--- config.mk ---
export PLATFORM = sky130hd
export DESIGN_NAME = packet_loss_pattern_emulator
export DESIGN_NICKNAME = d
export VERILOG_FILES = /design/src/design/plpe_pkg.sv /design/src/design/packet_loss_pattern_emulator.sv
export VERILOG_INCLUDE_DIRS = /design/src /design/src/design
export SDC_FILE = /design/constraint.sdc
export NUM_CORES = 1
export LEC_CHECK = 0
export BUFFER_PORTS_ARGS = -buffer_cell sky130_fd_sc_hd__buf_2
export CORE_MARGIN = 1.5
export CORE_UTILIZATION = 60
export CTS_BUF_LIST = sky130_fd_sc_hd__clkbuf_4 sky130_fd_sc_hd__clkbuf_8
export DETAILED_ROUTE_END_ITERATION = 7
export PLACE_DENSITY_LB_ADDON = 0.25
export SYNTH_ARGS = -nofsm -noshare
export SYNTH_HDL_FRONTEND = slang
export SYNTH_SLANG_ARGS = --single-unit
--- constraint.sdc ---
create_clock -name clk_i -period 5.1 [get_ports clk_i]
set_input_delay 1.02 -clock clk_i [delete_from_list [all_inputs] [get_ports clk_i]]
set_output_delay 1.02 -clock clk_i [all_outputs]
set_load 0.02 [all_outputs]
--- src/design/packet_loss_pattern_emulator_assert.svh ---
// Assertion macros shared by the packet loss emulator RTL.
`ifndef PACKET_LOSS_PATTERN_EMULATOR_ASSERT_SVH
`define PACKET_LOSS_PATTERN_EMULATOR_ASSERT_SVH

// Same-cycle implication, checked on clk_i outside reset.
`define PLPE_ASSERT_NOW(name, ante, cons, msg) \
  name: assert property (@(posedge clk_i) disable iff (!rst_ni) (ante) |-> (cons)) \
    else $error(msg);

// Next-cycle implication, checked on clk_i outside reset.
`define PLPE_ASSERT_NEXT(name, ante, cons, msg) \
  name: assert property (@(posedge clk_i) disable iff (!rst_ni) (ante) |=> (cons)) \
    else $error(msg);

`endif

--- src/design/plpe_pkg.sv ---
// Package: types and constants of the packet loss pattern emulator.
package plpe_pkg;

  localparam int unsigned CountWidth     = 32;
  localparam int unsigned ByteCountWidth = 48;
  localparam int unsigned SizeWidth      = 16;
  localparam int unsigned RandWidth      = 16;
  localparam int unsigned RateWidth      = 17;
  localparam int unsigned BurstWidth     = 8;
  localparam int unsigned CycleWidth     = 16;
  localparam int unsigned RunWidth       = 16;
  localparam int unsigned CfgIdxWidth    = 3;
  localparam int unsigned CfgDataWidth   = 17;
  localparam int unsigned StepWidth      = $clog2(RandWidth);

  // Loss patterns
  typedef enum logic [2:0] {
    PAT_UNIFORM  = 3'd0,
    PAT_BURST    = 3'd1,
    PAT_PERIODIC = 3'd2,
    PAT_RANDOM   = 3'd3,
    PAT_ADAPTIVE = 3'd4
  } pattern_e;

  // Configuration register indexes
  localparam logic [CfgIdxWidth-1:0] REG_LOSS_PATTERN  = 3'd0;
  localparam logic [CfgIdxWidth-1:0] REG_LOSS_RATE     = 3'd1;
  localparam logic [CfgIdxWidth-1:0] REG_BURST_CHANCE  = 3'd2;
  localparam logic [CfgIdxWidth-1:0] REG_BURST_LEN_MIN = 3'd3;
  localparam logic [CfgIdxWidth-1:0] REG_BURST_LEN_MAX = 3'd4;
  localparam logic [CfgIdxWidth-1:0] REG_CYCLE_LENGTH  = 3'd5;
  localparam logic [CfgIdxWidth-1:0] REG_CYCLE_DROPS   = 3'd6;

  // Reset values
  localparam logic [2:0]            RST_LOSS_PATTERN  = 3'd0;
  localparam logic [RateWidth-1:0]  RST_LOSS_RATE     = 17'd6554;
  localparam logic [RateWidth-1:0]  RST_BURST_CHANCE  = 17'd3277;
  localparam logic [BurstWidth-1:0] RST_BURST_LEN_MIN = 8'd3;
  localparam logic [BurstWidth-1:0] RST_BURST_LEN_MAX = 8'd10;
  localparam logic [CycleWidth-1:0] RST_CYCLE_LENGTH  = 16'd100;
  localparam logic [CycleWidth-1:0] RST_CYCLE_DROPS   = 16'd10;

  // Rate constants, Q1.16
  localparam logic [RateWidth-1:0]   ONE_Q16  = 17'd65536;
  localparam logic [RateWidth:0]     HALF_Q16 = 18'd32768;
  localparam logic [RunWidth-1:0]    KEEP_LIMIT = 16'd50;
  localparam logic [RunWidth-1:0]    DROP_LIMIT = 16'd10;
  localparam logic [RunWidth-1:0]    RUN_MAX    = 16'hFFFF;

  // Sequencer states
  typedef enum logic [1:0] {
    S_IDLE,
    S_MOD,
    S_COMMIT
  } state_e;

endpackage

--- src/design/packet_loss_pattern_emulator.sv ---
// Top level: per-packet drop decision engine with running loss totals.
//
// Packet loss pattern emulator. Each accepted item (packet size plus two
// random words) yields exactly one result: the drop decision, the running
// totals of packets seen, packets dropped and bytes dropped after this
// packet, and whether burst packets are still pending. Five modes come from
// the loss_pattern register: uniform and random (drop when rand_rate is
// below loss_rate), burst (start a burst when rand_rate is below
// burst_chance, length = min + rand_size mod span, then drop the rest of the
// burst), periodic (drop the first cycle_drops packets of every cycle_length
// packets) and adaptive (double the rate, capped at one half, after more
// than 50 straight keeps; halve it after more than 10 straight drops).
// Rates are Q1.16, 65536 meaning always. An item is accepted in S_IDLE and
// committed in S_COMMIT; one that starts a burst also passes through S_MOD,
// as the burst length remainder runs through a restoring remainder unit one
// bit of rand_size per cycle (16 steps). The input stalls while an item is in
// flight. The result sits in an output register, so the next item is accepted
// while a result still waits; the commit of that next item waits for the slot
// to free. Configuration writes take effect at once; the user must make them
// only while the block is idle, which the block does not enforce. Writing
// loss_pattern clears the burst and period state, writing cycle_length or
// cycle_drops clears the period position. Totals wrap; run counters saturate.
module packet_loss_pattern_emulator
  import plpe_pkg::*;
(
  input  logic                       clk_i,
  input  logic                       rst_ni,
  // configuration write port
  input  logic                       cfg_we_i,
  input  logic [CfgIdxWidth-1:0]     cfg_index_i,
  input  logic [CfgDataWidth-1:0]    cfg_wdata_i,
  // input items
  input  logic                       in_valid_i,
  output logic                       in_stall_o,
  input  logic [SizeWidth-1:0]       packet_size_i,
  input  logic [RandWidth-1:0]       rand_rate_i,
  input  logic [RandWidth-1:0]       rand_size_i,
  // result items
  output logic                       out_valid_o,
  input  logic                       out_stall_i,
  output logic                       drop_o,
  output logic [CountWidth-1:0]      packets_seen_o,
  output logic [CountWidth-1:0]      packets_dropped_o,
  output logic [ByteCountWidth-1:0]  bytes_dropped_o,
  output logic                       burst_active_o
);

  // ---------------------------------------------------------------------
  // Configuration registers
  // ---------------------------------------------------------------------
  logic [2:0]            pattern_q;
  logic [RateWidth-1:0]  loss_rate_q, burst_chance_q;
  logic [BurstWidth-1:0] len_min_q, len_max_q;
  logic [CycleWidth-1:0] cycle_length_q, cycle_drops_q;

  always_ff @(posedge clk_i or negedge rst_ni) begin
    if (!rst_ni) begin
      pattern_q      <= RST_LOSS_PATTERN;
      loss_rate_q    <= RST_LOSS_RATE;
      burst_chance_q <= RST_BURST_CHANCE;
      len_min_q      <= RST_BURST_LEN_MIN;
      len_max_q      <= RST_BURST_LEN_MAX;
      cycle_length_q <= RST_CYCLE_LENGTH;
      cycle_drops_q  <= RST_CYCLE_DROPS;
    end else if (cfg_we_i) begin
      case (cfg_index_i)
        REG_LOSS_PATTERN:  pattern_q      <= cfg_wdata_i[2:0];
        REG_LOSS_RATE:     loss_rate_q    <= cfg_wdata_i;
        REG_BURST_CHANCE:  burst_chance_q <= cfg_wdata_i;
        REG_BURST_LEN_MIN: len_min_q      <= cfg_wdata_i[BurstWidth-1:0];
        REG_BURST_LEN_MAX: len_max_q      <= cfg_wdata_i[BurstWidth-1:0];
        REG_CYCLE_LENGTH:  cycle_length_q <= cfg_wdata_i[CycleWidth-1:0];
        REG_CYCLE_DROPS:   cycle_drops_q  <= cfg_wdata_i[CycleWidth-1:0];
        default: ;
      endcase
    end
  end

  // Config writes that reset burst / period state
  logic clr_burst, clr_period;
  assign clr_burst  = cfg_we_i && (cfg_index_i == REG_LOSS_PATTERN);
  assign clr_period = cfg_we_i && ((cfg_index_i == REG_LOSS_PATTERN) ||
                                   (cfg_index_i == REG_CYCLE_LENGTH) ||
                                   (cfg_index_i == REG_CYCLE_DROPS));

  // Burst length bounds: zero minimum counts as one, inverted range gives span one
  logic [BurstWidth-1:0] len_lo, span;
  always_comb begin
    len_lo = (len_min_q == '0) ? BurstWidth'(1) : len_min_q;
    span   = (len_max_q >= len_lo) ? (len_max_q - len_lo + BurstWidth'(1))
                                   : BurstWidth'(1);
  end

  // ---------------------------------------------------------------------
  // Sequencer
  // ---------------------------------------------------------------------
  state_e state_q, state_d;
  logic   accept, slot_free, commit, mod_run, need_mod;

  logic [BurstWidth-1:0] burst_left_q;

  assign accept    = in_valid_i && !in_stall_o;
  assign slot_free = !out_valid_o || !out_stall_i;
  // Only a packet that starts a burst needs the remainder unit
  assign need_mod  = (pattern_q == PAT_BURST) && (burst_left_q == '0) &&
                     ({1'b0, rand_rate_i} < burst_chance_q);

  logic [StepWidth-1:0] step_q;

  always_comb begin
    state_d = state_q;
    case (state_q)
      S_IDLE: begin
        if (in_valid_i) state_d = need_mod ? S_MOD : S_COMMIT;
      end
      S_MOD: begin
        if (step_q == '0) state_d = S_COMMIT;
      end
      S_COMMIT: begin
        if (slot_free) state_d = S_IDLE;
      end
      default: state_d = S_IDLE;
    endcase
  end

  always_comb begin
    in_stall_o = 1'b1;
    mod_run    = 1'b0;
    commit     = 1'b0;
    case (state_q)
      S_IDLE:   in_stall_o = 1'b0;
      S_MOD:    mod_run    = 1'b1;
      S_COMMIT: commit     = slot_free;
      default: ;
    endcase
  end

  always_ff @(posedge clk_i or negedge rst_ni) begin
    if (!rst_ni) state_q <= S_IDLE;
    else         state_q <= state_d;
  end

  // ---------------------------------------------------------------------
  // Item latch and remainder unit (rand_size mod span, one bit/cycle)
  // ---------------------------------------------------------------------
  logic [SizeWidth-1:0]  size_q;
  logic [RandWidth-1:0]  rnd_q, rsz_q;
  logic [BurstWidth-1:0] rem_q, rem_d;
  logic [BurstWidth:0]   trial;

  always_comb begin
    trial = {rem_q, rsz_q[step_q]};
    rem_d = (trial >= {1'b0, span}) ? BurstWidth'(trial - {1'b0, span})
                                    : trial[BurstWidth-1:0];
  end

  always_ff @(posedge clk_i) begin
    if (accept) begin
      size_q <= packet_size_i;
      rnd_q  <= rand_rate_i;
      rsz_q  <= rand_size_i;
      rem_q  <= '0;
      step_q <= StepWidth'(RandWidth - 1);
    end else if (mod_run) begin
      rem_q  <= rem_d;
      step_q <= step_q - StepWidth'(1);
    end
  end

  // ---------------------------------------------------------------------
  // Decision and state update
  // ---------------------------------------------------------------------
  logic [CycleWidth-1:0]     cycle_pos_q;
  logic [RunWidth-1:0]       run_drops_q, run_keeps_q;
  logic [CountWidth-1:0]     seen_q, dropped_q;
  logic [ByteCountWidth-1:0] bytes_q;

  logic                  drop_d;
  logic [BurstWidth-1:0] burst_left_d;
  logic [CycleWidth-1:0] cycle_pos_d;
  logic [CycleWidth:0]   pos_next;
  logic [RateWidth:0]    rate_dbl;
  logic                  rate_hit;

  // Plain rate test: a rate above one never drops
  assign rate_hit = (loss_rate_q <= ONE_Q16) && ({1'b0, rnd_q} < loss_rate_q);

  always_comb begin
    drop_d       = 1'b0;
    burst_left_d = burst_left_q;
    cycle_pos_d  = cycle_pos_q;
    pos_next     = {1'b0, cycle_pos_q} + (CycleWidth+1)'(1);
    rate_dbl     = {loss_rate_q, 1'b0};
    if (rate_dbl > HALF_Q16) rate_dbl = HALF_Q16;
    case (pattern_q)
      PAT_BURST: begin
        if (burst_left_q != '0) begin
          drop_d       = 1'b1;
          burst_left_d = burst_left_q - BurstWidth'(1);
        end else if ({1'b0, rnd_q} < burst_chance_q) begin
          drop_d       = 1'b1;
          burst_left_d = len_lo + rem_q - BurstWidth'(1);
        end
      end
      PAT_PERIODIC: begin
        drop_d      = cycle_pos_q < cycle_drops_q;
        cycle_pos_d = (pos_next >= {1'b0, cycle_length_q}) ? '0
                                                            : pos_next[CycleWidth-1:0];
      end
      PAT_ADAPTIVE: begin
        if (run_keeps_q > KEEP_LIMIT)      drop_d = {2'b0, rnd_q} < rate_dbl;
        else if (run_drops_q > DROP_LIMIT) drop_d = {rnd_q, 1'b0} < loss_rate_q;
        else                               drop_d = rate_hit;
      end
      default: drop_d = rate_hit;
    endcase
  end

  always_ff @(posedge clk_i or negedge rst_ni) begin
    if (!rst_ni) begin
      burst_left_q <= '0;
      cycle_pos_q  <= '0;
      run_drops_q  <= '0;
      run_keeps_q  <= '0;
      seen_q       <= '0;
      dropped_q    <= '0;
      bytes_q      <= '0;
      drop_o       <= 1'b0;
      out_valid_o  <= 1'b0;
    end else begin
      if (clr_burst) burst_left_q <= '0;
      if (clr_period) cycle_pos_q <= '0;
      if (commit) begin
        burst_left_q <= burst_left_d;
        cycle_pos_q  <= cycle_pos_d;
        seen_q       <= seen_q + CountWidth'(1);
        drop_o       <= drop_d;
        if (drop_d) begin
          dropped_q   <= dropped_q + CountWidth'(1);
          bytes_q     <= bytes_q + ByteCountWidth'(size_q);
          if (run_drops_q != RUN_MAX) run_drops_q <= run_drops_q + RunWidth'(1);
          run_keeps_q <= '0;
        end else begin
          if (run_keeps_q != RUN_MAX) run_keeps_q <= run_keeps_q + RunWidth'(1);
          run_drops_q <= '0;
        end
      end
      // Hold the result until taken
      if (commit)                          out_valid_o <= 1'b1;
      else if (out_valid_o && !out_stall_i) out_valid_o <= 1'b0;
    end
  end

  // Totals only move at commit, so they double as the result payload
  assign packets_seen_o    = seen_q;
  assign packets_dropped_o = dropped_q;
  assign bytes_dropped_o   = bytes_q;
  assign burst_active_o    = burst_left_q != '0;

  // ---------------------------------------------------------------------
  // Assertions
  // ---------------------------------------------------------------------
  `include "packet_loss_pattern_emulator_assert.svh"

  `PLPE_ASSERT_NOW(a_rem_below_span, state_q == S_COMMIT, rem_q < span, "remainder not below span")
  `PLPE_ASSERT_NEXT(a_keep_holds_drops, commit && !drop_d, $stable(dropped_q), "drop count moved on a keep")
  `PLPE_ASSERT_NOW(a_burst_tail_drops, commit && pattern_q == PAT_BURST && burst_left_q != '0, drop_d, "pending burst packet kept")
  `PLPE_ASSERT_NOW(a_period_pos_range, cycle_length_q != '0, cycle_pos_q < cycle_length_q, "period position out of range")

endmodule
==> key figures, run 1 <==
Worst setup path
  – Crit end category: flip-flop
  – Crit Reg-Reg Startpoint: len_min_q[1]
  – Startpoint types: flip-flop
  – CP max stage cell: dfstp_2
  – Critical path, cell by cell: nor4_1 > a21o_1 > ha_1 > nand2b_1 > a21oi_1 > o21ai_0 > nand3_1 > nand2_1 > nand3_1 > nand2_1 > nand2_1 > ha_1 > nor2b_1 > o21ai_0 > a21boi_0 > o21ai_0 > a21boi_0 > o31ai_1 > buf_4 > mux2i_1 > nand2_1 > o31ai_1
  – Data arrival, critical path: roughly 4.6 ns
  – Critical Path Start: len_min_q[1]
  – Required @ worst endpoint: between 5 and 6 ns
  – CP delay by family, top: compound AO/OA/AOI/OAI gates
  – Cell repeated most along the worst path: nand2_1
  – Worst Path Buf+Inv: 1
  – Kind of critical path: reg -> reg
  – Worst stage delay on the critical path: around 0.56 ns
  – CP Max Fanout: 13

Synthesis
  – Mapped Cells: between 1500 and 2000
  – Synth cell types: 70
  – Synth area leaders: dfrtp_1, ha_1, edfxtp_1, nand2_1, xor2_1
  – Synth area leader: dfrtp_1
  – Syn Area/Cell: 9.87 um^2
  – Synth Cell Area: 18200 um^2
  – Seq cells post-synth: 317
  – Syn_nets: about 2100
  – Ys flop type: dfrtp_1
  – Post-synthesis sequential area ratio: between 40 and 50%
  – Area share of the largest cell type after synthesis: approximately 32%
  – Async SR Flop Fraction: 81.1%
  – Number of enable flip-flop cells after synthesis: 48
  – YS warnings: 0

Finish
  – Fillers: 2287
  – Layout cells sized above 1: 18.8%
  – Non-filler cells in the finished layout: roughly 2500
  – Fin nets: 2299
  – Area grow syn2layout: 13.5%
  – Most frequent cells in the layout: dfrtp_1, nand2_1, buf_2
  – Final instance area: just over 20000 um^2
  – Leading cell type in the layout, fill and taps excluded: dfrtp_1
  – ANT cells: 0

Floorplan
  – Die footprint: approximately 31000 um^2
  – Ports: around 190
  – Initial Util: 61.3%
  – Die H: about 180 um
  – Die X: approximately 180 um
  – Core Area: ~30000 um^2
  – Cell Rows: 63

Run
  – Max Cap Viol: 0

CTS
  – Post-CTS setup buffers: 0
  – Post-CTS resize count: 0
  – TritonCTS Buffers: between 50 and 60
  – Cts hold-fix bufs: 0
  – Root buffer cell: clkbuf_8
  – CTS sink count: between 300 and 400
  – H-tree Lvls: 2
  – Clock Latency Late Sink: ~0.61 ns
  – CTS tree: done
  – Max clock buf depth: 3
  – Clock slew at reported path FFs: roughly 0.07 ns

Timing
  – Crit path time final: 4.10 ns
  – RSZ-0062 raised after global routing: no
  – Slew @ Worst Pin: about 1.1 ns
  – Worst slew margin: 27.2%
  – Fmax: around 0.24 GHz
  – Total Neg Setup Slack: 0 ns
  – Clk_skew: approximately 0.033 ns
  – # setup viols final: 0
  – Worst hold slack: 0.476 ns
  – Fin crit share: about 80%
  – Final Slew Violations: 0
  – Final-report hold violation count: 0
  – Final worst slack: between 0.9 and 1 ns

Global routing
  – GRT Total Usage: roughly 28%
  – Grt ovf: 0
  – Vias in the first global route: approximately 14000
  – Largest net degree at the start of global routing: approximately 130
  – Antenna violations before repair: 0
  – First-pass GRT wire length: around 71 mm

Place
  – Pre-CTS WS: 1.06 ns
  – Number of instances in the placed design: around 2400
  – Placer Congestion: 0.902
  – DP Wirelength: just over 30 mm
  – Dpl cell area: 19600 um^2
  – I/O Buffers: about 190

Route
  – DR top layer: met4
  – Final ANT Viol Nets: 0
  – Drt via density: roughly 5.8
  – Drt initial violations: around 970
  – Drc violations: 0
  – DR WL/cell: ~17 um
  – M1 wire length: around 19 mm
  – Detail Route met2 WL: ~20 mm
  – Drt pass-1 iters: 6
  – Vias: about 14000
  – Met3 routed WL: 2.62 mm
  – Routed WL: 42.8 mm

Worst hold path
  – Startpoint of the lowest-slack hold path: packets_dropped_o[31]
  – Hold Path Class: reg -> reg

Pwr
  – Static Leak: approximately 10 nW
  – Power per Cell Area: approximately 480 nW/um^2
  – Worst vdd ir: roughly 0.00028 V

Status
  – Run status: finished, final reports clean
[state kept, by name, summed over array words and instances (netlist names)]
name,flops
rsz_q,16
packets_dropped_o,32
cycle_length_q,16
run_drops_q,16
out_valid_o,1
rem_q,8
run_keeps_q,16
burst_chance_q,17
cycle_drops_q,16
size_q,16
len_max_q,8
loss_rate_q,17
burst_left_q,8
state_q,2
len_min_q,8
packets_seen_o,32
drop_o,1
bytes_dropped_o,48
cycle_pos_q,16
rnd_q,16
step_q,4
pattern_q,3
[synthesized netlist by cell type (all sizes together) (36+ instances only)]
library cell and instances:
nand3 68, nand2 210, ha 168, nor2 81, o21ai 126, nand4 45
inv 148, nor4 36, xnor2 52, xor2 72, a21oi 93, mux2 52
nor3 43, dfrtp 234, edfxtp 48
[power by group]
group          switching, mW  internal [mW]  leakage [nW]
Sequential             0.447           3.09          3.83
Combinational           2.38           1.61          5.74
Clock                   1.05           1.26         0.596
[worst paths after layout]
path / depth (start not counted) / slack [ns] / to
worst min register to register: 1 / 0.48 / packets_dropped_o[31]
worst max register to register: 22 / 1.0 / rem_q[1]
min in group asynchronous: 1 / 0.57 / packets_seen_o[30]
worst max-delay path: 22 / 1.0 / rem_q[1]
worst min-delay path: 1 / 0.48 / packets_dropped_o[31]
max in group asynchronous: 2 / 3.39 / loss_rate_q[1]
[logic make-up after synthesis]
kind of cell / share of synthesized area, %
compound gates: 11.8
xor+xnor: 5.96
fa+ha+maj: 12.3
buf+inv: 4.42
flops: 44.7
mux: 4.05
simple gates: 16.7
[through the flow]
step                      utilization (%)  total power [mW]
after floorplan                         -              6.45
after global placement               65.8              7.35
after detailed placement             65.8              7.53
after CTS                            69.6              9.88
after global routing                 69.6              10.6
final                                69.6              9.83
[per-layer routing]
| metal | GRT usage (%) | up-vias |
|---|---|---|
| li1 | - | 6970 |
| met1 | 37.2 | 6969 |
| met2 | 46.1 | 431 |
| met3 | 4.45 | 100 |
| met4 | 10.2 | 0 |
| met5 | 0 | - |
[worst reg2reg max path, stage by stage, from the launching register on]
cell      delay [ns]
dfstp_2         0.56
nor4_1          0.06
a21o_1          0.17
ha_1            0.30
nand2b_1        0.11
a21oi_1         0.07
o21ai_0         0.15
nand3_1         0.09
nand2_1         0.08
nand3_1         0.07
nand2_1         0.20
nand2_1         0.14
ha_1            0.30
nor2b_1         0.13
o21ai_0         0.20
a21boi_0        0.14
o21ai_0         0.21
a21boi_0        0.17
o31ai_1         0.25
buf_4           0.22
mux2i_1         0.21
nand2_1         0.07
o31ai_1         0.10
[layout make-up]
cell class | instances | area [um^2] | share of cell area (%)
tap | 390 | 488 | 2.36
timing repair buffer | 203 | 1090 | 5.27
multi-input combinational | 1329 | 9290 | 45.0
clock inverter | 19 | 100 | 0.484
inverter | 148 | 558 | 2.70
clock buffer | 79 | 1000 | 4.84
sequential | 317 | 8140 | 39.4
Note: power is estimated with default switching activity, not from simulation.
==> run 2, diff against run 1 <==
==> constraint.sdc (replaced) <==
create_clock -name clk_i -period 3.93 [get_ports clk_i]
set_input_delay 0.786 -clock clk_i [delete_from_list [all_inputs] [get_ports clk_i]]
set_output_delay 0.786 -clock clk_i [all_outputs]
set_load 0.02 [all_outputs]
==> run 2 against run 1 <==
  * Worst setup slack got worse by 0.93 ns
  * Sequential power increased by 30%
  * Largest cell class unchanged
  * Register-to-register slack got worse by 0.93 ns
  * Critical endpoint is now rem_q[5]
  * Combinational power increased by 40%
  * Clock skew decreased by 0.0083 ns
  * Via count increased by 1.9%
  * Power increased by 38%
  * Worst hold slack got worse by 0.28 ns
  * Global-route usage decreased by 0.19 points
  * Critical path depth decreased by 1
  * Design area increased by 2.6%
==> key figures, run 2 (synthesis gave the netlist of run 1 again) <==
Status
  – Run status: finished, final reports clean

Pwr
  – Static Leak: 10.4 nW
  – Switching share of power: roughly 39%
  – Power per Cell Area: about 640 nW/um^2
  – Psw: between 5 and 6 mW
  – Comb pwr share: about two fifths
  – Clock network power share: between 20% and 30%
  – Reg power frac: between 30% and 40%
  – Worst vdd ir: 0.000309 V
  – Internal Pwr Total: roughly 8.3 mW

Finish
  – Most frequent cells in the layout: dfrtp_1, nand2_1, buf_2
  – Register Area: approximately 8100 um^2
  – Fin util: 71.4%
  – Multi-input gate area: 9460 um^2
  – Non-filler cells in the finished layout: between 2000 and 3000
  – Leading cell type in the layout, fill and taps excluded: dfrtp_1
  – Area grow syn2layout: 16.4%
  – Layout cells sized above 1: between 20% and 30%
  – Number of flip-flops in the largest register: 48
  – Fillers: around 2200
  – Fin nets: between 2000 and 2500

Timing
  – Clk_skew: ~0.025 ns
  – Fin crit share: 98.2%
  – RSZ-0062 raised after global routing: yes
  – Slew @ Worst Pin: 1.02 ns
  – # setup viols final: 0
  – Worst slew margin: 32.1%
  – Worst hold slack: between 0.15 and 0.2 ns
  – Fmax: about 0.26 GHz
  – Final-report hold violation count: 0
  – Crit path time final: between 3 and 4 ns
  – Final Slew Violations: 0
  – Total Neg Setup Slack: 0 ns

Worst setup path
  – Reg2Reg Setup Slack: roughly 0.071 ns
  – Kind of critical path: reg -> reg
  – Crit end category: flip-flop
  – Worst reg-to-reg path cell count: 21
  – Worst r2r dst: rem_q[5]
  – Required @ worst endpoint: between 4 and 5 ns
  – CP Max Fanout: 6
  – Data arrival, critical path: about 4.4 ns
  – Startpoint types: flip-flop
  – Crit Reg-Reg Startpoint: len_min_q[1]

Worst hold path
  – Hold Path Class: in -> async

Global routing
  – Grt ovf: 0
  – GRT Total Usage: 27.8%
  – First-pass GRT wire length: a little over 70 mm
  – Largest net degree at the start of global routing: 97
  – Vias in the first global route: ~14000
  – Antenna violations before repair: 2

Floorplan
  – Core Area: between 20000 and 30000 um^2
  – Die footprint: between 30000 and 40000 um^2
  – Ports: between 150 and 200
  – Die H: around 180 um
  – Cell Rows: 63
  – Initial Util: about 61%
  – Die X: around 180 um

Route
  – Drc violations: 0
  – Drt pass-1 iters: 7
  – Drt via density: slightly below 6
  – Drt initial violations: 1136
  – Vias: between 10000 and 15000
  – Routed WL: between 40 and 50 mm
  – DR WL/cell: ~17 um
  – Final ANT Viol Nets: 0

CTS
  – CTS tree: done
  – H-tree Lvls: 2
  – TritonCTS Buffers: 53
  – Root buffer cell: clkbuf_8
  – Cts hold-fix bufs: 0
  – Max clock buf depth: 3
  – CTS sink count: 317
  – Clock slew at reported path FFs: 0.06 ns
  – Clock Latency Late Sink: 0.60 ns

Run
  – Max Cap Viol: 0

Place
  – Placer Congestion: just under 0.9
  – I/O Buffers: between 150 and 200
  – DP Wirelength: 31.3 mm
  – Number of instances in the placed design: 2405
[run 2: layout make-up]
type | count | share of cell area, %
clock buffers | 82 | 4.85
repair buffers | 228 | 6.14
multi-input cells | 1329 | 44.6
well taps | 390 | 2.30
inverters | 148 | 2.63
clock inverters | 17 | 1.06
flip-flops and latches | 317 | 38.4
diodes | 2 | 0.0236
[run 2: metrics by stage]
step           setup WS [ns]  area [um^2]  power [mW]
6_report              0.0710        21200        13.6
3_5_place_dp         -0.0192        19700        9.90
4_1_cts               0.0415        21000        13.3
3_3_place_gp           0.132        19700        9.66
5_1_grt               -0.145        21200        14.5
2_1_floorplan         0.0352        18200        8.37
[run 2: power by group through the flow]
| stage | registers, mW | logic [mW] | clock network, mW |
|---|---|---|---|
| 4_1_cts | 4.56 | 5.33 | 3.46 |
| 3_5_place_dp | 4.62 | 5.28 | 0 |
| 6_report | 4.59 | 5.59 | 3.40 |
| 3_3_place_gp | 4.58 | 5.08 | 0 |
| 2_1_floorplan | 4.64 | 3.73 | 0 |
| 5_1_grt | 4.67 | 6.25 | 3.59 |
[run 2: repair_timing]
| item | CTS | global route |
|---|---|---|
| cloned | 0 | 1 |
| setup endpoints to repair | 6 | 53 |
| pin swaps | 0 | 17 |
| gates resized for setup | 2 | 39 |
| buffers inserted | 0 | 6 |
| hold endpoints to repair | 0 | 0 |
[run 2: worst max path at each step]
stage	from	end	slack (ns)	cells past startpoint
6_report	len_min_q[1]	rem_q[5]	0.07	21
5_1_grt	len_min_q[1]	rem_q[3]	-0.14	21
4_1_cts	len_min_q[2]	rem_q[5]	0.04	21
3_5_place_dp	loss_rate_q[9]	packets_dropped_o[22]	-0.02	16
3_3_place_gp	len_min_q[1]	rem_q[3]	0.13	21
2_1_floorplan	len_min_q[1]	rem_q[1]	0.04	22
[run 2: worst max-delay path, stage by stage, from the launching register on]
cell and delay [ns]:
dfstp_2 0.56, nor4_1 0.06, a21o_1 0.21, inv_2 0.10, ha_4 0.13, ha_4 0.13, inv_2 0.04, fa_2 0.38
o21bai_1 0.18, a21oi_2 0.10, o21bai_1 0.14, a21oi_1 0.09, xor2_1 0.15, nand2_1 0.10, ha_4 0.29, nand4_1 0.12
o21ai_2 0.21, a21o_1 0.13, o31ai_2 0.08, buf_2 0.17, o31a_1 0.29, a21oi_1 0.13
[run 2: metal layers]
layer  up-vias  wire length [um]  GRT usage [%]
met5         -                 0              0
met4         0              1520           10.9
met3       113              2490           3.80
met2       451             20900           44.9
met1      7166             19000           37.9
li1       7013                 -              -
